File: src/design/dcd_pkg.sv
// ----------------------------------------------------------------------------
// dcd_pkg
// Shared widths, codes and defaults of the dependency-count task dispatcher.
// ----------------------------------------------------------------------------
package dcd_pkg;

    localparam int MAX_TASKS_DEF = 16;
    localparam int LIMIT_MAX     = 16;

    localparam int CMD_W     = 2;
    localparam int TASK_W    = 4;
    localparam int STATUS_W  = 2;
    localparam int CFG_W     = 5;
    localparam int CFG_IDX_W = 2;

    typedef enum logic [CMD_W-1:0] {
        CMD_EDGE     = 2'd0,
        CMD_START    = 2'd1,
        CMD_COMPLETE = 2'd2
    } t_cmd;

    typedef enum logic [STATUS_W-1:0] {
        STAT_DISPATCH = 2'd0,
        STAT_NONE     = 2'd1,
        STAT_DONE     = 2'd2
    } t_status;

    typedef enum logic [CFG_IDX_W-1:0] {
        CFG_LIMIT = 2'd0,
        CFG_COUNT = 2'd1
    } t_cfg_idx;

endpackage

File: src/design/dcd_ram.sv
// ----------------------------------------------------------------------------
// dcd_ram
// Generic simple dual-port RAM, one write port, one registered read port.
// ----------------------------------------------------------------------------
module dcd_ram #(
    parameter int WIDTH = 8,
    parameter int DEPTH = 16
) (
    input  logic                     i_clk,
    input  logic                     i_we,
    input  logic [$clog2(DEPTH)-1:0] i_waddr,
    input  logic [WIDTH-1:0]         i_wdata,
    input  logic [$clog2(DEPTH)-1:0] i_raddr,
    output logic [WIDTH-1:0]         o_rdata
);

    logic [WIDTH-1:0] r_mem [DEPTH];
    logic [WIDTH-1:0] r_rdata;

    always_ff @(posedge i_clk) begin
        if (i_we) begin
            r_mem[i_waddr] <= i_wdata;
        end
        r_rdata <= r_mem[i_raddr];
    end

    assign o_rdata = r_rdata;

endmodule

File: src/design/dependency_count_task_dispatcher_core.sv
// ----------------------------------------------------------------------------
// dependency_count_task_dispatcher_core
// Dependency-counting task dispatcher: successor rows, pending counts and the
// ready queue live in RAMs, walked by a read-modify-write sequencer.
//
// channel  direction  handshake                 payload
// in       input      i_valid / o_stall         i_cmd, i_task_req, i_predecessor
// out      output     o_valid / i_stall         o_dispatched_task, o_status, o_last
// cfg      input      i_cfg_valid / o_cfg_ready i_cfg_index, i_cfg_data
//
// one item at a time; a dispatch result runs S_TAIL, S_POP, S_OUT, any other S_TAIL, S_OUT
// edge: S_EDGE_RD, S_EDGE_WR, then results; start: pending scan of cnt entries, then results
// completion: S_CMP_RD, S_CMP_ROW, then the pending scan (one entry per cycle), then results
// other items run only the result tail; S_OUT holds each result while i_stall is high
// synchronous active-low reset, valid bits make both graph RAMs read as zero
// o_stall is high from acceptance until the last result of the item is taken
// ----------------------------------------------------------------------------
module dependency_count_task_dispatcher_core #(
    parameter int MAX_TASKS = dcd_pkg::MAX_TASKS_DEF
) (
    input  logic                          i_clk,
    input  logic                          i_rst_n,
    input  logic                          i_valid,
    output logic                          o_stall,
    input  logic [dcd_pkg::CMD_W-1:0]     i_cmd,
    input  logic [dcd_pkg::TASK_W-1:0]    i_task_req,
    input  logic [dcd_pkg::TASK_W-1:0]    i_predecessor,
    output logic                          o_valid,
    input  logic                          i_stall,
    output logic [dcd_pkg::TASK_W-1:0]    o_dispatched_task,
    output logic [dcd_pkg::STATUS_W-1:0]  o_status,
    output logic                          o_last,
    input  logic                          i_cfg_valid,
    output logic                          o_cfg_ready,
    input  logic [dcd_pkg::CFG_IDX_W-1:0] i_cfg_index,
    input  logic [dcd_pkg::CFG_W-1:0]     i_cfg_data
);

    localparam int TW   = $clog2(MAX_TASKS);
    localparam int CW   = $clog2(MAX_TASKS + 1);
    localparam int CMPW = (CW > dcd_pkg::CFG_W) ? CW : dcd_pkg::CFG_W;
    localparam int TXW  = (TW > dcd_pkg::TASK_W) ? TW : dcd_pkg::TASK_W;

    localparam logic [CMPW-1:0] MAX_C = CMPW'(MAX_TASKS);
    localparam logic [CMPW-1:0] LIM_C = CMPW'(dcd_pkg::LIMIT_MAX);
    localparam logic [CMPW-1:0] ONE_C = CMPW'(1);
    localparam logic [TW-1:0]   LAST_SLOT = TW'(MAX_TASKS - 1);

    typedef enum logic [8:0] {
        S_IDLE    = 9'b000000001,
        S_EDGE_RD = 9'b000000010,
        S_EDGE_WR = 9'b000000100,
        S_CMP_RD  = 9'b000001000,
        S_CMP_ROW = 9'b000010000,
        S_SCAN    = 9'b000100000,
        S_TAIL    = 9'b001000000,
        S_POP     = 9'b010000000,
        S_OUT     = 9'b100000000
    } t_state;

    t_state r_state, n_state;

    logic [dcd_pkg::CFG_W-1:0] r_limit, n_limit;
    logic [dcd_pkg::CFG_W-1:0] r_task_count, n_task_count;

    logic [MAX_TASKS-1:0] r_succ_vld, n_succ_vld;
    logic [MAX_TASKS-1:0] r_pend_vld, n_pend_vld;
    logic [MAX_TASKS-1:0] r_running, n_running;
    logic [MAX_TASKS-1:0] r_row, n_row;

    logic [TW-1:0] r_tr, n_tr;
    logic [TW-1:0] r_pr, n_pr;
    logic [TW-1:0] r_head, n_head;
    logic [TW-1:0] r_chk_idx, n_chk_idx;
    logic [CW-1:0] r_idx, n_idx;
    logic [CW-1:0] r_used, n_used;
    logic [CW-1:0] r_active, n_active;
    logic [CW-1:0] r_completed, n_completed;

    logic r_chk_vld, n_chk_vld;
    logic r_mode_cmp, n_mode_cmp;
    logic r_started, n_started;
    logic r_succ_ok, r_pend_ok;

    logic                         r_out_vld, n_out_vld;
    logic [dcd_pkg::TASK_W-1:0]   r_out_task, n_out_task;
    logic [dcd_pkg::STATUS_W-1:0] r_out_status, n_out_status;
    logic                         r_out_last, n_out_last;

    // ram ports
    logic                 succ_we, pend_we, fifo_we;
    logic [TW-1:0]        succ_waddr, succ_raddr, pend_waddr, pend_raddr;
    logic [TW-1:0]        fifo_waddr, fifo_raddr;
    logic [MAX_TASKS-1:0] succ_wdata, succ_rdata, succ_q;
    logic [CW-1:0]        pend_wdata, pend_rdata, pend_q;
    logic [TW-1:0]        fifo_wdata, fifo_rdata;

    logic [CMPW-1:0] tc_w, cnt_w, lim_raw, lim_w, tr_w, pr_w;
    logic [TXW-1:0]  tr_x, pr_x, pop_x;
    logic [TW-1:0]   tr_i, pr_i;
    logic [CW:0]     push_sum, push_wrap;
    logic            more, done, fifo_full, push;
    logic [MAX_TASKS-1:0] edge_bit;

    dcd_ram #(.WIDTH(MAX_TASKS), .DEPTH(MAX_TASKS)) u_succ_ram (
        .i_clk   (i_clk),
        .i_we    (succ_we),
        .i_waddr (succ_waddr),
        .i_wdata (succ_wdata),
        .i_raddr (succ_raddr),
        .o_rdata (succ_rdata)
    );

    dcd_ram #(.WIDTH(CW), .DEPTH(MAX_TASKS)) u_pend_ram (
        .i_clk   (i_clk),
        .i_we    (pend_we),
        .i_waddr (pend_waddr),
        .i_wdata (pend_wdata),
        .i_raddr (pend_raddr),
        .o_rdata (pend_rdata)
    );

    dcd_ram #(.WIDTH(TW), .DEPTH(MAX_TASKS)) u_fifo_ram (
        .i_clk   (i_clk),
        .i_we    (fifo_we),
        .i_waddr (fifo_waddr),
        .i_wdata (fifo_wdata),
        .i_raddr (fifo_raddr),
        .o_rdata (fifo_rdata)
    );

    assign tc_w    = CMPW'(r_task_count);
    assign cnt_w   = (tc_w > MAX_C) ? MAX_C : tc_w;
    assign lim_raw = CMPW'(r_limit);
    assign lim_w   = (lim_raw == '0) ? ONE_C : ((lim_raw > LIM_C) ? LIM_C : lim_raw);
    assign tr_w    = CMPW'(i_task_req);
    assign pr_w    = CMPW'(i_predecessor);
    assign tr_x    = TXW'(i_task_req);
    assign pr_x    = TXW'(i_predecessor);
    assign tr_i    = tr_x[TW-1:0];
    assign pr_i    = pr_x[TW-1:0];
    assign pop_x   = TXW'(fifo_rdata);

    // entries never written read as zero
    assign succ_q = r_succ_ok ? succ_rdata : '0;
    assign pend_q = r_pend_ok ? pend_rdata : '0;

    assign more = r_started && (r_used != '0) && (CMPW'(r_active) < lim_w);
    assign done = r_started && (CMPW'(r_completed) >= cnt_w);

    assign push_sum  = (CW + 1)'(r_head) + (CW + 1)'(r_used);
    assign push_wrap = (push_sum >= (CW + 1)'(MAX_TASKS)) ?
                       (push_sum - (CW + 1)'(MAX_TASKS)) : push_sum;
    assign fifo_full = (CMPW'(r_used) >= MAX_C);
    assign edge_bit  = {{(MAX_TASKS - 1){1'b0}}, 1'b1} << r_tr;

    assign o_stall           = (r_state != S_IDLE);
    assign o_valid           = r_out_vld;
    assign o_dispatched_task = r_out_task;
    assign o_status          = r_out_status;
    assign o_last            = r_out_last;
    assign o_cfg_ready       = 1'b1;

    always_comb begin
        n_state      = r_state;
        n_limit      = r_limit;
        n_task_count = r_task_count;
        n_succ_vld   = r_succ_vld;
        n_pend_vld   = r_pend_vld;
        n_running    = r_running;
        n_row        = r_row;
        n_tr         = r_tr;
        n_pr         = r_pr;
        n_head       = r_head;
        n_chk_idx    = r_chk_idx;
        n_idx        = r_idx;
        n_used       = r_used;
        n_active     = r_active;
        n_completed  = r_completed;
        n_chk_vld    = r_chk_vld;
        n_mode_cmp   = r_mode_cmp;
        n_started    = r_started;
        n_out_vld    = r_out_vld;
        n_out_task   = r_out_task;
        n_out_status = r_out_status;
        n_out_last   = r_out_last;
        succ_we      = 1'b0;
        succ_waddr   = r_pr;
        succ_wdata   = succ_q | edge_bit;
        succ_raddr   = r_tr;
        pend_we      = 1'b0;
        pend_waddr   = r_tr;
        pend_wdata   = pend_q + 1'b1;
        pend_raddr   = r_tr;
        fifo_we      = 1'b0;
        fifo_waddr   = push_wrap[TW-1:0];
        fifo_wdata   = r_chk_idx;
        fifo_raddr   = r_head;
        push         = 1'b0;

        if (i_cfg_valid) begin
            unique case (i_cfg_index)
                dcd_pkg::CFG_LIMIT: n_limit      = i_cfg_data;
                dcd_pkg::CFG_COUNT: n_task_count = i_cfg_data;
                default: ;
            endcase
        end

        unique case (r_state)
            S_IDLE: begin
                if (i_valid) begin
                    n_tr = tr_i;
                    n_pr = pr_i;
                    unique case (i_cmd)
                        dcd_pkg::CMD_EDGE: begin
                            if (!r_started && (tr_w < cnt_w) && (pr_w < cnt_w)) begin
                                n_state = S_EDGE_RD;
                            end else begin
                                n_state = S_TAIL;
                            end
                        end
                        dcd_pkg::CMD_START: begin
                            if (!r_started) begin
                                n_started  = 1'b1;
                                n_mode_cmp = 1'b0;
                                n_idx      = '0;
                                n_chk_vld  = 1'b0;
                                n_state    = S_SCAN;
                            end else begin
                                n_state = S_TAIL;
                            end
                        end
                        dcd_pkg::CMD_COMPLETE: begin
                            if (r_started && (tr_w < cnt_w) && r_running[tr_i]) begin
                                n_running[tr_i] = 1'b0;
                                if (r_active != '0) begin
                                    n_active = r_active - 1'b1;
                                end
                                n_completed = r_completed + 1'b1;
                                n_mode_cmp  = 1'b1;
                                n_state     = S_CMP_RD;
                            end else begin
                                n_state = S_TAIL;
                            end
                        end
                        default: begin
                            n_state = S_TAIL;
                        end
                    endcase
                end
            end
            S_EDGE_RD: begin
                succ_raddr = r_pr;
                pend_raddr = r_tr;
                n_state    = S_EDGE_WR;
            end
            S_EDGE_WR: begin
                // duplicate edge counts once
                if (!succ_q[r_tr]) begin
                    succ_we          = 1'b1;
                    pend_we          = 1'b1;
                    n_succ_vld[r_pr] = 1'b1;
                    n_pend_vld[r_tr] = 1'b1;
                end
                n_state = S_TAIL;
            end
            S_CMP_RD: begin
                succ_raddr = r_tr;
                n_state    = S_CMP_ROW;
            end
            S_CMP_ROW: begin
                n_row     = succ_q;
                n_idx     = '0;
                n_chk_vld = 1'b0;
                n_state   = S_SCAN;
            end
            S_SCAN: begin
                // read stage
                if (CMPW'(r_idx) < cnt_w) begin
                    pend_raddr = r_idx[TW-1:0];
                    n_chk_vld  = 1'b1;
                    n_chk_idx  = r_idx[TW-1:0];
                    n_idx      = r_idx + 1'b1;
                end else begin
                    n_chk_vld = 1'b0;
                end
                // check and write-back stage
                if (r_chk_vld) begin
                    if (r_mode_cmp) begin
                        if (r_row[r_chk_idx] && (pend_q != '0)) begin
                            pend_we               = 1'b1;
                            pend_waddr            = r_chk_idx;
                            pend_wdata            = pend_q - 1'b1;
                            n_pend_vld[r_chk_idx] = 1'b1;
                            push                  = (pend_q == CW'(1));
                        end
                    end else begin
                        push = (pend_q == '0);
                    end
                end
                if (push && !fifo_full) begin
                    fifo_we = 1'b1;
                    n_used  = r_used + 1'b1;
                end
                if (!r_chk_vld && (CMPW'(r_idx) >= cnt_w)) begin
                    n_state = S_TAIL;
                end
            end
            S_TAIL: begin
                if (more) begin
                    fifo_raddr = r_head;
                    n_head     = (r_head == LAST_SLOT) ? '0 : r_head + 1'b1;
                    n_used     = r_used - 1'b1;
                    n_active   = r_active + 1'b1;
                    n_state    = S_POP;
                end else begin
                    n_out_vld    = 1'b1;
                    n_out_task   = '0;
                    n_out_status = done ? dcd_pkg::STAT_DONE : dcd_pkg::STAT_NONE;
                    n_out_last   = 1'b1;
                    n_state      = S_OUT;
                end
            end
            S_POP: begin
                n_running[fifo_rdata] = 1'b1;
                n_out_vld    = 1'b1;
                n_out_task   = pop_x[dcd_pkg::TASK_W-1:0];
                n_out_status = dcd_pkg::STAT_DISPATCH;
                n_out_last   = !more && !done;
                n_state      = S_OUT;
            end
            S_OUT: begin
                if (!i_stall) begin
                    n_out_vld = 1'b0;
                    n_state   = r_out_last ? S_IDLE : S_TAIL;
                end
            end
            default: begin
                n_state = S_IDLE;
            end
        endcase
    end

    always_ff @(posedge i_clk) begin
        if (!i_rst_n) begin
            r_state      <= S_IDLE;
            r_limit      <= dcd_pkg::CFG_W'(1);
            r_task_count <= '0;
            r_succ_vld   <= '0;
            r_pend_vld   <= '0;
            r_running    <= '0;
            r_head       <= '0;
            r_idx        <= '0;
            r_used       <= '0;
            r_active     <= '0;
            r_completed  <= '0;
            r_chk_vld    <= 1'b0;
            r_started    <= 1'b0;
            r_out_vld    <= 1'b0;
        end else begin
            r_state      <= n_state;
            r_limit      <= n_limit;
            r_task_count <= n_task_count;
            r_succ_vld   <= n_succ_vld;
            r_pend_vld   <= n_pend_vld;
            r_running    <= n_running;
            r_head       <= n_head;
            r_idx        <= n_idx;
            r_used       <= n_used;
            r_active     <= n_active;
            r_completed  <= n_completed;
            r_chk_vld    <= n_chk_vld;
            r_started    <= n_started;
            r_out_vld    <= n_out_vld;
        end
    end

    always_ff @(posedge i_clk) begin
        r_row        <= n_row;
        r_tr         <= n_tr;
        r_pr         <= n_pr;
        r_chk_idx    <= n_chk_idx;
        r_mode_cmp   <= n_mode_cmp;
        r_out_task   <= n_out_task;
        r_out_status <= n_out_status;
        r_out_last   <= n_out_last;
        r_succ_ok    <= r_succ_vld[succ_raddr];
        r_pend_ok    <= r_pend_vld[pend_raddr];
    end

`ifndef SYNTHESIS
    a_running_matches_active: assert property (@(posedge i_clk) disable iff (!i_rst_n)
        (r_state == S_IDLE) |-> ($countones(r_running) == int'(r_active)))
        else $error("running mask and active count disagree");

    a_last_returns_idle: assert property (@(posedge i_clk) disable iff (!i_rst_n)
        (o_valid && !i_stall && o_last) |=> (r_state == S_IDLE))
        else $error("not idle after final result of an item");

    a_done_is_last: assert property (@(posedge i_clk) disable iff (!i_rst_n)
        (o_valid && (o_status == dcd_pkg::STAT_DONE)) |-> o_last)
        else $error("done result not marked last");

    a_queue_bound: assert property (@(posedge i_clk) disable iff (!i_rst_n)
        (CMPW'(r_used) <= MAX_C))
        else $error("ready queue overflow");

    a_no_accept_with_result: assert property (@(posedge i_clk) disable iff (!i_rst_n)
        (i_valid && !o_stall) |-> !o_valid)
        else $error("item accepted while result pending");
`endif

endmodule
File: config.mk
export PLATFORM = sky130hd
export DESIGN_NAME = dependency_count_task_dispatcher_core
export DESIGN_NICKNAME = d
export VERILOG_FILES = /design/src/design/dcd_pkg.sv /design/src/design/dcd_ram.sv /design/src/design/dependency_count_task_dispatcher_core.sv
export SDC_FILE = /design/constraint.sdc
export NUM_CORES = 1
export LEC_CHECK = 0
export BUFFER_PORTS_ARGS = -buffer_cell sky130_fd_sc_hd__buf_2
export CAP_MARGIN = 25
export CORE_ASPECT_RATIO = 0.75
export CORE_MARGIN = 2
export CORE_UTILIZATION = 60
export DETAILED_ROUTE_END_ITERATION = 12
export PLACE_DENSITY = 0.75
export SYNTH_ARGS = -nofsm -noshare
export SYNTH_HDL_FRONTEND = slang
export SYNTH_HIERARCHICAL = 1
export SYNTH_SLANG_ARGS = --single-unit
export TNS_END_PERCENT = 1
File: constraint.sdc
create_clock -name i_clk -period 6.7 [get_ports i_clk]
set_input_delay 1.34 -clock i_clk [delete_from_list [all_inputs] [get_ports i_clk]]
set_output_delay 1.34 -clock i_clk [all_outputs]
set_load 0.02 [all_outputs]
Word-level counts from Yosys, hierarchy flattened
Memory sizes are Yosys's and may differ from the RTL's. A register that Yosys moved wholly into a read port is not among the register bits. Index checks and enable logic that the tools add are counted.

Output and inout port bits: 10. Logic and storage cells: 261. Input port bits: 22. Register bits after elaboration: 132. Bits in writable memories: 400. Memories: 3.

Memories: u_succ_ram.r_mem (words 16, bits a word 16, rd ports 1, clocked after Yosys merged registers in 1, wr ports 1, RTL line dcd_ram.sv:17) `logic [WIDTH-1:0] r_mem [DEPTH];`; u_pend_ram.r_mem (words 16, bits a word 5, rd ports 1, clocked after Yosys merged registers in 1, wr ports 1, RTL line dcd_ram.sv:17); u_fifo_ram.r_mem (words 16, bits a word 4, rd ports 1, clocked after Yosys merged registers in 1, wr ports 1, RTL line dcd_ram.sv:17).

Eq/ne operators: 33. Muxes and demuxes: 105. Shifts and indexed selects: 1. Reduce and logical (&&, ||, !) cells: 54. Bitwise operators: 8. Add/subtract/negate cells: 11. Magnitude comparators: 22.

Operators with widths (count): $mux W16 (8); $mux W5 (19); $pmux W9 S9 (1); $or A16 B16 Y16 (5); $pmux W16 S2 (2); $mux W4 (10); $mux W9 (4); $lt A4 B5 Y1 const B (7); $mux W1 (34); $ne A2 B2 Y1 const B (16); $mux W7 (4); $pmux W9 S3 (1); $add A5 B1 Y5 const B (5); $bmux W1 S4 (5); $demux W1 S4 (5); $ge A4 B1 Y1 const B (5); $pmux W5 S2 (2); $and A16 B16 Y16 (1); $logic_and A1 B1 Y1 (16); $not A16 Y16 (1); $shl A1 B4 Y16 const A (1); $pmux W5 S3 (1); $reduce_and A5 Y1 (3); $reduce_bool A5 Y1 (3); 40 further kinds (75).

Logic depth before layout (Yosys ltp)
Depth in word-level cells: 12. Mapped depth: 13. Mapped depth without buffers: 12.

By module
The synthesis kept the hierarchy.

By module, submodules not included: dcd_ram (u_succ_ram) (cells an instance 432, sequential area each 8007.7 um^2, area an instance 10042.1 um^2, times used 1); dependency_count_task_dispatcher_core (cells an instance 855, sequential area each 3002.9 um^2, area an instance 8003.9 um^2, times used 1); dcd_ram (u_pend_ram) (cells an instance 155, sequential area each 2502.4 um^2, area an instance 3213.1 um^2, times used 1); dcd_ram (u_fifo_ram) (cells an instance 130, sequential area each 2001.9 um^2, area an instance 2666.3 um^2, times used 1).

Worst setup path after synthesis
OpenSTA, ideal clock, no wires.

Kind: reg-to-reg. Start point: reg r_tr[0]. End point: mem u_succ_ram/r_mem[0][0] (netlist bit), enable pin. Clock period less this slack: 3571 ps. Setup slack: 3129 ps. Path buffers: 0. Cell stages (with the launch flop): 8. Required time: 6291 ps. Setup time: 409 ps. Arrival time: 3162 ps. Cells stage by stage: edfxtp_1 -> mux4_2 -> mux2_2 -> nand3_1 -> nand3_1 -> inv_1 -> or3b_2 -> nor3_1.

Word-level cells in the longest chain between the ends: 6.

Ends and longest elaborated chain: start: declaration (RTL line dependency_count_task_dispatcher_core.sv:71) `logic [TW-1:0] r_tr, n_tr;`; start signal: assignment (RTL line dependency_count_task_dispatcher_core.sv:380) `r_tr <= n_tr;`; $bmux W1 S4 (RTL line dependency_count_task_dispatcher_core.sv:259) `if (!succ_q[r_tr]) begin`; $mux W1 (not written as such) (RTL line dependency_count_task_dispatcher_core.sv:259); $mux W1 (RTL line dependency_count_task_dispatcher_core.sv:259); $mux W1 (RTL line dependency_count_task_dispatcher_core.sv:209) `unique case (r_state)`; named net succ_we (RTL line dependency_count_task_dispatcher_core.sv:91) `logic succ_we, pend_we, fifo_we;`; $mux W1 (RTL line dcd_ram.sv:21) `if (i_we) begin`; $mux W1 (not written as such) (RTL line dcd_ram.sv:22) `r_mem[i_waddr] <= i_wdata;`; end: declaration (RTL line dcd_ram.sv:17).

The timed path passes the listed nets, and every way through them passes these cells. The select of a mux whose other input is x is not followed.

Final worst setup path
Start point: reg r_chk_idx[1] (netlist: fifo_wdata[1]). End point: mem u_pend_ram/r_mem[0][4] (netlist bit), enable pin.

Elaborated cells on any way between the ends: 13. Classes of those cells: mux (12); reduce/logical (1).

RTL lines: start: declaration (RTL line dependency_count_task_dispatcher_core.sv:74) `logic [TW-1:0] r_chk_idx, n_chk_idx;`; start signal: assignment (RTL line dependency_count_task_dispatcher_core.sv:382) `r_chk_idx <= n_chk_idx;`; $bmux W1 S4 (RTL line dependency_count_task_dispatcher_core.sv:290) `if (r_row[r_chk_idx] && (pend_q != '0)) begin`; $mux W1 (not written as such) (RTL line dependency_count_task_dispatcher_core.sv:290); $logic_and A1 B1 Y1 (RTL line dependency_count_task_dispatcher_core.sv:290); $mux W4 (RTL line dependency_count_task_dispatcher_core.sv:290); $mux W4 (RTL line dependency_count_task_dispatcher_core.sv:289) `if (r_mode_cmp) begin`; $mux W4 (RTL line dependency_count_task_dispatcher_core.sv:288) `if (r_chk_vld) begin`; $mux W4 (RTL line dependency_count_task_dispatcher_core.sv:209); named net pend_waddr[2] (RTL line dependency_count_task_dispatcher_core.sv:92) `logic [TW-1:0] succ_waddr, succ_raddr, pend_waddr, pend_raddr;`; end: declaration (RTL line dcd_ram.sv:17).

The timed path passes the listed nets, and every way through them passes these cells. The select of a mux whose other input is x is not followed.

==> flow_summary.json <==
{
  "final_max_slew_viol_count": 0,
  "busiest_layer": "met2",
  "rows": 63,
  "post_drt_wl_per_cell_um": 23.94,
  "antenna_found_initial": 0,
  "hold_buffers": 0,
  "mappedNetlistArea_um2": 23930,
  "syn_nets": 1636,
  "die_h_um": 176.9,
  "startpoint": "fifo_wdata[1]",
  "grt.met2_usage_pct": 39.99,
  "cts_made_buffers": 51,
  "die_x_um": 234.6,
  "p_switching_mw": 1.586,
  "track_usage_pct": 25.51,
  "core_area_um2": 39410,
  "p_int_mw": 5.631,
  "crit_arrival_ns": 4.53,
  "sequentialPowerShare_pct": 52.7,
  "syn_to_final_growth_pct": 10.08,
  "start_util_pct": 60.70,
  "root_buffer": "clkbuf_16",
  "cp-endpoint": "u_pend_ram/r_mem[0][4]",
  "start_kind": "flip-flop",
  "synth_seq_cells": 557,
  "yosysSeqAreaShare_pct": 64.85,
  "pre_cts_ws_ns": 2.437,
  "swShare_pct": 21.98,
  "r2r-start": "fifo_wdata[1]",
  "ff2ff_setup_slack_ns": 2.38,
  "first_iter_violations": 1363,
  "p_leak_nw": 8.803,
  "drt-total-wl_um": 52080,
  "die-area_um2": 41510,
  "finalCritPeriodShare_pct": 64.54,
  "worstSetupPathType": "flip-flop to flip-flop",
  "ys_top_cells_by_count": "436 x edfxtp_1, 121 x dfxtp_1, 114 x nand2_1",
  "hold_ws_ns": 0.4548,
  "cp-end-kind": "flip-flop",
  "port_buffers": 30,
  "path_max_fanout": 28,
  "post_route_cells_drive_above_1_share_pct": 16.92,
  "nFillCells": 2622,
  "nNetsFinal": 1679,
  "drt_drc_violations_left": 0,
  "num_io_pins": 32,
  "clk_latency_ns": 0.60,
  "synth_top_cell_by_area": "edfxtp_1",
  "grt-ovfl-total": 0,
  "yosysMostFrequentCell": "edfxtp_1",
  "relSlewSlack_pct": 33.90,
  "worst_slack_ns": 2.375,
  "status": "finished, final reports clean",
  "reg2regPathDepth": 8,
  "hp-class": "flip-flop to flip-flop",
  "clkPwrFrac_pct": 41.1,
  "synth_top_area_share_pct": 54.72,
  "dp.final_hpwl_um": 33140,
  "final-setup-viol-count": 0,
  "cts_tree": "done",
  "max_slew.worst_pin.slew_ns": 0.9915,
  "ir_drop_v": 0.0002968,
  "diodes": 0,
  "globalRouteMet1Util_pct": 37.58,
  "rsz0062_at_grt": "no",
  "setup_tns_ns": 0,
  "vias": 13910,
  "cts.clk_slew.worst_paths_ns": 0.06,
  "synthTopCellsByArea": "edfxtp_1 55%, dfxtp_1 10%, mux4_2 8.0%, mux4_1 2.7%, ha_1 2.0%",
  "use_met3_pct": 4.559,
  "cts-resized-gates": 0,
  "synth_cells": 1572,
  "pwr-share-comb_pct": 6.3,
  "ys_async_sr_fraction_pct": 0,
  "skew_ns": 0.03286,
  "grt_pass1_wl_um": 79850,
  "cap_violations": 0,
  "hold_viol": 0,
  "ys_warn_count": 6,
  "antenna_left": 0,
  "synth_edf_count": 436,
  "power.density_nw_per_um2": 274.0,
  "cts_sinks": 557,
  "max_freq_mhz": 231.2,
  "dr.pass1.iters": 5,
  "grt_max_degree": 78,
  "htreeDepth": 2,
  "first_global_vias": 13670,
  "cp.required_ns": 6.90,
  "layout_min_cycle_time_ns": 4.325,
  "clk_path_buf_depth": 3,
  "routed_via_density": 6.396,
  "synthFlopType": "edfxtp_1",
  "r2r-end": "u_pend_ram/r_mem[0][4]",
  "synth_cell_type_count": 85,
  "avgSynthCellArea_um2": 15.22,
  "place_congestion": 0.8561,
  "post_cts_buffers": 0
}
## cells by family after synthesis
logic type	after synthesis	share of synthesized area, %
compound gates	217	6.113
other cells	1	0.01567
xor+xnor	22	0.8053
fa+ha+maj	42	2.291
mux	160	13.03
flops	557	64.85
simple gates	464	10.45
buf+inv	109	2.442
## per-layer routing
layer,up-vias,wire length [um]
met5,-,0
met2,623,24580
li1,6211,-
met4,0,1053
met1,6989,22250
met3,88,4194
## sequential cells by signal, indices dropped and copies added (netlist names), 5 cells and up
name / count
r_pend_vld: 16
r_row: 16
r_used: 5
r_succ_vld: 16
r_completed: 5
u_fifo_ram/r_mem: 64
u_pend_ram/o_rdata: 5
r_active: 5
r_idx: 5
r_task_count: 5
r_state: 9
u_succ_ram/o_rdata: 16
lim_raw: 5
u_pend_ram/r_mem: 80
r_running: 16
u_succ_ram/r_mem: 256
## cells in the final DEF (no fill, tap or decap), drive strengths merged, types with 35 or more instances in the layout
cell type,count
nor2b,40
mux4,110
inv,35
edfxtp,436
o21ai,53
dfxtp,121
nand3,38
ha,39
clkbuf,69
nor3,40
nand2,115
mux2i,39
a22oi,42
buf,64
nor2,81
## worst min-delay path by stage
stage / cells past startpoint / from / slack [ns] / to
after CTS: 2 / r_pend_vld[6] / 0.46 / r_pend_vld[6]
after floorplan: 2 / r_pend_vld[10] / 0.42 / r_pend_vld[10]
after global routing: 2 / r_pend_vld[6] / 0.49 / r_pend_vld[6]
after global placement: 2 / r_pend_vld[1] / 0.44 / r_pend_vld[1]
after detailed placement: 2 / r_pend_vld[6] / 0.45 / r_pend_vld[6]
final: 2 / r_pend_vld[6] / 0.45 / r_pend_vld[6]
## critical path, stage by stage, from the launching register on
cell	delay, ns
edfxtp_1	1.00
mux4_2	0.59
mux2i_1	0.16
o22ai_1	0.15
nor2b_2	0.19
nand2_1	0.35
mux2_2	0.42
or3b_2	0.54
nor3_1	0.53
## power groups by stage
| stage | clock [mW] | sequential (mW) | combinational, mW |
|---|---|---|---|
| after global placement | 0 | 3.87 | 0.433 |
| after detailed placement | 0 | 3.87 | 0.446 |
| final | 2.96 | 3.80 | 0.453 |
| after global routing | 3.13 | 3.80 | 0.489 |
| after floorplan | 0 | 3.85 | 0.338 |
| after CTS | 3.01 | 3.80 | 0.449 |
## metrics by stage
stage	cell area (um^2)	total power [mW]	util [%]	cells
floorplan	23930	4.190	-	1572
global route	26340	7.426	66.82	2175
detailed placement	24520	4.320	62.22	2074
finish	26340	7.217	66.82	2175
CTS	26230	7.260	66.54	2167
global placement	24490	4.306	62.14	2070
## final cells by class
type / instances / area (um^2) / share of cell area, %
clock buffers: 68 / 1433 / 5.440
flip-flops and latches: 557 / 15510 / 58.91
inverters: 34 / 130.1 / 0.4941
clock inverters: 25 / 269.0 / 1.021
multi-input cells: 906 / 7874 / 29.90
repair buffers: 65 / 465.4 / 1.767
well taps: 520 / 650.6 / 2.470
(Power assumes the default switching activity.)
